===== src/rtl/assert_macros.svh =====
// Assertion macros used by the top-level RTL file.
`ifndef ASSERT_MACROS_SVH
`define ASSERT_MACROS_SVH

// Same-cycle implication, checked on every clock edge outside reset.
`define ASSERT_IMPLIES(label, ante, cons, msg) \
   label: assert property (@(posedge clock) disable iff (reset) (ante) |-> (cons)) \
      else $error(msg);

// Plain invariant, checked on every clock edge outside reset.
`define ASSERT_ALWAYS(label, expr, msg) \
   label: assert property (@(posedge clock) disable iff (reset) (expr)) \
      else $error(msg);

`endif


===== src/rtl/cpurq_pkg.sv =====
// Package with the shared types and defaults of the ready-queue scheduler.
`timescale 1ns / 1ps
package cpurq_pkg;

   localparam int QUEUE_DEPTH_DEF = 16;
   localparam logic [15:0] QUANTUM_RESET = 16'd10;

   localparam logic [1:0] POL_PRIO = 2'd0;
   localparam logic [1:0] POL_SRTF = 2'd1;
   localparam logic [1:0] POL_RR   = 2'd2;

   localparam logic REQ_ARRIVE = 1'b0;
   localparam logic REQ_DONE   = 1'b1;

   localparam logic CSR_POLICY  = 1'b0;
   localparam logic CSR_QUANTUM = 1'b1;

   typedef struct packed {
      logic [15:0] id;
      logic [31:0] arrival;
      logic [15:0] total;
      logic [15:0] remaining;
      logic [7:0]  prio;
   } entry_type;

   typedef struct packed {
      logic        free_seen;
      logic        best_valid;
      logic [31:0] best_key;
      entry_type   best_entry;
   } link_type;

endpackage


===== src/rtl/cpurq_cell.sv =====
// One ready-table slot: holds an entry and passes the running search to its neighbor.
`timescale 1ns / 1ps
module cpurq_cell (
   input  logic                  clock,
   input  logic                  reset,
   input  logic [1:0]            policy,
   input  logic                  ins_en,
   input  logic                  take_en,
   input  cpurq_pkg::entry_type  wr_entry,
   input  cpurq_pkg::link_type   fwd_in,
   output cpurq_pkg::link_type   fwd_out,
   input  logic                  back_in,
   output logic                  back_out,
   output logic                  occupied
);

   logic                 valid_ff, valid_in;
   cpurq_pkg::entry_type entry_ff, entry_in;
   cpurq_pkg::link_type  fwd_ff, fwd_in_nxt;
   logic                 back_ff;
   logic [31:0]          key;
   logic                 won;

   always_comb begin
      case (policy)
         cpurq_pkg::POL_PRIO: key = {24'd0, entry_ff.prio};
         cpurq_pkg::POL_SRTF: key = {16'd0, entry_ff.remaining};
         default:             key = entry_ff.arrival;
      endcase
   end

   // strict compare keeps the earlier slot on a tie
   assign won = valid_ff && (!fwd_in.best_valid || key < fwd_in.best_key);

   always_comb begin
      fwd_in_nxt.free_seen  = fwd_in.free_seen | ~valid_ff;
      fwd_in_nxt.best_valid = fwd_in.best_valid | valid_ff;
      fwd_in_nxt.best_key   = won ? key : fwd_in.best_key;
      fwd_in_nxt.best_entry = won ? entry_ff : fwd_in.best_entry;
   end

   always_comb begin
      valid_in = valid_ff;
      entry_in = entry_ff;
      if (ins_en && !valid_ff && !fwd_in.free_seen) begin
         valid_in = 1'b1;
         entry_in = wr_entry;
      end else if (take_en && won && !back_in) begin
         valid_in = 1'b0;
      end
   end

   always_ff @(posedge clock) begin
      if (reset) begin
         valid_ff <= 1'b0;
         fwd_ff   <= '0;
         back_ff  <= 1'b0;
      end else begin
         valid_ff <= valid_in;
         fwd_ff   <= fwd_in_nxt;
         back_ff  <= won | back_in;
      end
   end

   always_ff @(posedge clock) begin
      entry_ff <= entry_in;
   end

   assign fwd_out  = fwd_ff;
   assign back_out = back_ff;
   assign occupied = valid_ff;

endmodule


===== config.mk =====
export PLATFORM = sky130hd
export DESIGN_NAME = cpurq_cell
export DESIGN_NICKNAME = d
export VERILOG_FILES = /design/src/rtl/assert_macros.svh /design/src/rtl/cpurq_pkg.sv /design/src/rtl/cpurq_cell.sv
export SDC_FILE = /design/constraint.sdc
export NUM_CORES = 1
export LEC_CHECK = 0
export ABC_AREA = 1
export BUFFER_PORTS_ARGS = -buffer_cell sky130_fd_sc_hd__buf_4
export CORE_UTILIZATION = 50
export DETAILED_ROUTE_END_ITERATION = 7
export PLACE_DENSITY = 0.81
export SLEW_MARGIN = 15
export SYNTH_ARGS = -nofsm -noshare
export SYNTH_HDL_FRONTEND = slang
export SYNTH_SLANG_ARGS = --single-unit

===== constraint.sdc =====
create_clock -name clock -period 8.01 [get_ports clock]
set_clock_uncertainty 0.15 [all_clocks]
set_input_delay 0.4005 -clock clock [delete_from_list [all_inputs] [get_ports clock]]
set_output_delay 0.4005 -clock clock [all_outputs]
set_load 0.05 [all_outputs]

==> flow_summary.ini, run 1 <==
[routing]
vias = 9035
initialDrtViolationCount = 836
wl_um = 31900
routedWlPerCell_um = 18.7
first_pass_iters = 6
postRouteAntennaNets = 0
drcViolationCount = 0
vias_per_cell = 5.31

[floorplanning]
start_util_pct = 51.5
ios = 341
die_area_um2 = 18400
die_h_um = 136
core.rowCount = 48
core-area_um2 = 17400
die_w_um = 136

[worst_setup_path]
critPathRequiredTime_ns = 8.25
crit_arrival_ns = 5.23
cp_slowest_cell = nand2_2
cp_common_cell = nand2_1
crit_type = in2reg
end_kind = flip-flop
cp_num_buf_inv = 3
worstPathCellList = buf_4 -> inv_2 -> nand2_1 -> o22ai_1 -> a21oi_1 -> ha_1 -> a21oi_1 -> nor2_1 -> a211oi_1 -> nand2_1 -> nand2_1 -> nand2_1 -> nand2_1 -> nand2_1 -> nand2_8 -> nand2_2 -> o21ai_1 -> inv_1
rrSetupSlack_ns = 3.60
cp-start-kind = input pin
slowest_delay_ns = 0.93
path_max_fanout = 187
crit_family = simple AND/OR/NAND/NOR gates

[sta]
max_freq_ghz = 0.200
setup-tns-final_ns = 0
max-slew-margin-rel_pct = 13.0
hold_viol_final = 0
grt_setup_unrepaired = false
tightest_slew_ns = 1.31
period_needed_ns = 4.99
final-setup-viol-count = 0
slew_viol_final = 0
fin_crit_sh_pct = 62.3

[power_and_ir_drop]
p_leak_nw = 6.69
power-per-cell-area_nw_per_um2 = 211
ir_worst_vdd_mv = 0.175

[place]
dp_hpwl_um = 17500
portBuffers = 340
gp_congestion = 0.874
dp_cells = 1484

[yosys]
syn-instance-count = 979
ys_types = 27
synth.top_cell.area_share_pct = 29.6
yosys-top-cells-area = edfxtp_1 30%, dfxtp_1 28%, nand2_1 8.0%
synthesis.nets = 1227
synth_area_leader_cell = edfxtp_1
yosys_warnings = 0
yosysSeqAreaShare_pct = 57.3
syn_area_per_cell_um2 = 9.13
syn_area_um2 = 8940
ys_ff_latch = 212

[finish]
syn_to_final_growth_pct = 56.2
final_cells = 1700
n_fill_cell = 967
fin_nets = 1705
multi_input_area_um2 = 3170
layout-drive-gt1-share_pct = 26.3
regArea_um2 = 5130

[clock_tree]
clockBufferDepth = 3
clkLatencyLatePin_ns = 0.52
cts_root_buffer = clkbuf_16
post_cts_buffers = 0
clock-sinks = 212
ctsHtreeMaxLevel = 1
cts_tree = done
cts_made_buffers = 23
clk_pin_slew_ns = 0.06

[grt]
grt_usage_pct = 34.0
antenna_found_initial = 1
grt_pass1_vias = 9088
overflow = 0
grt_start_max_net_pins = 188
grt_first_pass_wirelength_um = 48000

[hold_path]
hold_path.class = in2reg

[run_status]
status = complete, no violations

[flow_run]
maxCapViolations = 0
[worst min-delay path, cell delays in order]
cell     delay (ns)
buf_4          0.08
a21oi_1        0.04
nor2_1         0.11
[synth_stat cells, drive strengths merged]
cell type / instances
buf: 32
nor4: 2
o22ai: 15
inv: 81
and3: 1
nand2: 193
nor2: 156
nand3b: 70
ha: 31
clkbuf: 32
o21a: 1
dfxtp: 124
a21oi: 118
edfxtp: 88
nand4: 5
o221ai: 1
o21ai: 2
nand3: 25
a211oi: 1
o211ai: 1
[flip-flops by register name (all words and copies together), names as in the netlist]
| signal | flops |
|---|---|
| back_out | 1 |
| occupied | 1 |
| fwd_out | 122 |
| entry_ff | 88 |
[per-stage QoR]
step	power [mW]	hold WS, ns	util [%]	setup WS (ns)	cell area [um^2]
floorplan	1.60	0.320	-	2.48	8940
global placement	1.79	0.375	66.1	2.74	11500
detailed placement	1.80	0.387	66.1	2.59	11500
CTS	2.93	0.00374	80.4	3.11	14000
global route	3.05	0.00210	80.4	2.55	14000
finish	2.95	0.00548	80.4	3.02	14000
[final timing paths]
check                    start     endpoint  cells after the start
setup / recovery     policy[1]     occupied                     18
hold / removal      fwd_in[17]  fwd_out[17]                      3
setup reg to reg  entry_ff[45]     occupied                     15
hold reg to reg   entry_ff[83]  fwd_out[83]                      3
[power by group]
part	total (mW)	internal (mW)	switching, mW
logic	0.642	0.252	0.390
registers	1.23	1.20	0.0352
clock network	1.07	0.630	0.444
[cells by family (layout without fill, tap and decap cells)]
group / count (synthesis) / after routing / synth area share [%]
flip-flops: 212 / 212 / 57.3
AO/OA/AOI/OAI: 139 / 139 / 8.12
other: 0 / 1 / 0
buffers and inverters: 145 / 640 / 7.46
adder cells (fa/ha/maj): 31 / 31 / 4.34
AND/OR/NAND/NOR: 452 / 452 / 22.7
[placed cells by master, fill, tap and decap left out, types with 25 or more instances in the layout]
| cell type | n |
|---|---|
| nor2_1 | 154 |
| ha_1 | 31 |
| dfxtp_1 | 123 |
| edfxtp_1 | 88 |
| dlygate4sd3_1 | 173 |
| nand3_1 | 25 |
| a21oi_1 | 118 |
| buf_4 | 344 |
| nand2_1 | 191 |
| nand3b_1 | 70 |
| inv_1 | 79 |
[layout make-up]
| class | instances | share of cell area (%) |
|---|---|---|
| clock inverter | 8 | 0.538 |
| clock buffer | 34 | 4.93 |
| timing repair buffer | 517 | 30.9 |
| multi-input combinational | 622 | 22.7 |
| inverter | 81 | 2.20 |
| tap | 225 | 2.02 |
| sequential | 212 | 36.7 |
| antenna | 1 | 0.0179 |
[timing repair]
action                                 4_1_cts  5_1_grt
endpoints found under the hold margin      174        1
resized for setup                            0        0
hold buffers                               172        1
[routing by layer]
layer | share of wire, % | track usage, % | vias up
met1 | 36 | 38.1 | 4185
met2 | 51 | 60.5 | 557
li1 | - | - | 4170
met3 | 8.6 | 6.92 | 123
met5 | 0 | 0 | -
met4 | 5.2 | 18.0 | 0
No activity file was read; power rests on OpenSTA's default activity.
==> run 2: changes to the inputs <==
--- a/config.mk
+++ b/config.mk
@@ -7,9 +7,9 @@
 export LEC_CHECK = 0
 export ABC_AREA = 1
 export BUFFER_PORTS_ARGS = -buffer_cell sky130_fd_sc_hd__buf_4
-export CORE_UTILIZATION = 50
+export CORE_UTILIZATION = 44
 export DETAILED_ROUTE_END_ITERATION = 7
-export PLACE_DENSITY = 0.81
+export PLACE_DENSITY = 0.76
 export SLEW_MARGIN = 15
 export SYNTH_ARGS = -nofsm -noshare
 export SYNTH_HDL_FRONTEND = slang
==> constraint.sdc (replaced) <==
create_clock -name clock -period 4.3 [get_ports clock]
set_clock_uncertainty 0.15 [all_clocks]
set_input_delay 0.215 -clock clock [delete_from_list [all_inputs] [get_ports clock]]
set_output_delay 0.215 -clock clock [all_outputs]
set_load 0.05 [all_outputs]
==> run 2 against run 1 <==
Non-clock buffer count grew 42. Final cell count grew 5.1%. Global-route usage shrank 5.7 points. Clock-buffer cell count shrank 4.
==> flow_summary.ini, run 2 (synthesis gave the netlist of run 1 again) <==
[hold_path]
hold_path.class = in2reg
hold_depth = 5
hp-start = ins_en
hold_end = occupied

[clock_tree]
cts_tree = done
clkLatencyLatePin_ns = 0.51
clockBufferDepth = 3
ctsHtreeMaxLevel = 1
clk_pin_slew_ns = 0.07
cts_resized = 0
cts_root_buffer = clkbuf_16
clock-sinks = 212
cts_made_buffers = 23

[finish]
regArea_um2 = 5130
multi_input_area_um2 = 3170
fin_nets = 1747
largest_reg_flops = 122
final_common_cell = buf_4
syn_to_final_growth_pct = 61.9
stdcell_area_um2 = 14500
layout_common_cells = 344 x buf_4, 213 x dlygate4sd3_1, 191 x nand2_1
finish.utilization_pct = 73.4
layout-drive-gt1-share_pct = 25.7
n_fill_cell = 1258

[routing]
drcViolationCount = 0
postRouteAntennaNets = 0
vias_per_cell = 4.96
routedWlPerCell_um = 17.2
wl_um = 30700
first_pass_iters = 5
vias = 8860
initialDrtViolationCount = 399

[floorplanning]
core-area_um2 = 19700
die_w_um = 145
die_area_um2 = 20900
core.rowCount = 51
die_h_um = 145
ios = 341
start_util_pct = 45.3

[worst_setup_path]
cp_slowest_cell = buf_12
worstPathCellList = buf_4 -> inv_2 -> nand2_1 -> o22ai_1 -> ha_1 -> a21oi_1 -> nand3b_1 -> a21oi_1 -> nor4_1 -> nand2_1 -> nand2_1 -> nand2_1 -> nand2_8 -> buf_12 -> nand3b_1 -> nand2_1 -> nor2_1
crit_arrival_ns = 3.84
r2r_cells = 16
r2r_start = entry_ff[47]
cp-start-kind = input pin
slowest_delay_ns = 0.43
cp_common_cell = nand2_1
r2r-end = fwd_out[72]
end_kind = flip-flop
rrSetupSlack_ns = 1.03
path_max_fanout = 186
critPathRequiredTime_ns = 4.55
crit_type = in2reg

[sta]
setup-tns-final_ns = 0
fin_crit_sh_pct = 83.6
grt_setup_unrepaired = false
max_freq_ghz = 0.278
max-slew-margin-rel_pct = 33.7
period_needed_ns = 3.59
tightest_slew_ns = 0.995
final-setup-viol-count = 0
slew_viol_final = 0
hold_viol_final = 0

[run_status]
status = complete, no violations

[flow_run]
maxCapViolations = 0

[grt]
grt_start_max_net_pins = 187
grt_usage_pct = 28.3
grt_pass1_vias = 8998
antenna_found_initial = 4
overflow = 0
grt_first_pass_wirelength_um = 45300

[place]
portBuffers = 340
gp_congestion = 0.836
dpl_cell_area_um2 = 11600
dp_hpwl_um = 17500

[power_and_ir_drop]
ir_worst_vdd_mv = 0.291
p_leak_nw = 6.86
power-per-cell-area_nw_per_um2 = 383
==> run 2: cell count changes in the layout (fill, tap and decap cells not counted), sizes merged <==
cell         before  now
clkbuf           34   30
dlygate4sd3     173  213
diode             1    6
inv              83   84
bufinv            1    2
clkinvlp          1    4
clkinv            4    2
buf             344  346
==> run 2: power breakdown <==
| part | internal (mW) | leakage [nW] | switching, mW |
|---|---|---|---|
| combinational | 0.496 | 4.64 | 0.721 |
| sequential | 2.23 | 1.85 | 0.0626 |
| clock | 1.19 | 0.365 | 0.841 |
==> run 2: worst max path at each step <==
stage,cells past startpoint,start,end
2_1_floorplan,4,occupied,entry_ff[0]
3_3_place_gp,22,policy[1],fwd_out[99]
3_5_place_dp,22,policy[1],fwd_out[101]
4_1_cts,22,policy[1],fwd_out[101]
5_1_grt,19,policy[1],fwd_out[35]
6_report,17,policy[1],fwd_out[72]
==> run 2: cell type report <==
class                      count  area share (%)
multi-input combinational    622            21.9
tap                          265            2.29
sequential                   212            35.4
inverter                      81            2.12
clock inverter                11           0.882
timing repair buffer         559            32.8
antenna                        6           0.104
clock buffer                  30            4.44
==> run 2: critical path: cells and delay by family <==
kind | cells | cell delay (ns)
adder cells (fa/ha/maj) | 1 | 0.33
AND/OR/NAND/NOR | 10 | 1.42
buffers and inverters | 3 | 0.91
AO/OA/AOI/OAI | 3 | 0.60
==> run 2: repair_timing <==
| action | 4_1_cts | 5_1_grt |
|---|---|---|
| hold buffers | 213 | 0 |
| setup buffers | 0 | 0 |
| hold endpoints to repair | 212 | 0 |
==> run 2: per-stage QoR <==
| stage | instances | hold slack [ns] | setup WS [ns] | power (mW) |
|---|---|---|---|---|
| floorplan | 979 | 0.134 | 0.256 | 2.97 |
| global placement | 1526 | 0.243 | 0.484 | 3.35 |
| detailed placement | 1526 | 0.244 | 0.376 | 3.36 |
| CTS | 1780 | 0.00648 | 0.906 | 5.52 |
| global route | 1784 | 0.0759 | 0.443 | 5.74 |
| finish | 1786 | 0.0540 | 0.706 | 5.54 |
==> run 2: routing by layer <==
| metal | GRT usage, % | up-vias | routed length [um] |
|---|---|---|---|
| met5 | 0 | - | 0 |
| met4 | 14.2 | 0 | 1290 |
| met3 | 7.02 | 91 | 2470 |
| met2 | 50.0 | 440 | 15200 |
| met1 | 31.7 | 4068 | 11700 |
| li1 | - | 4261 | - |
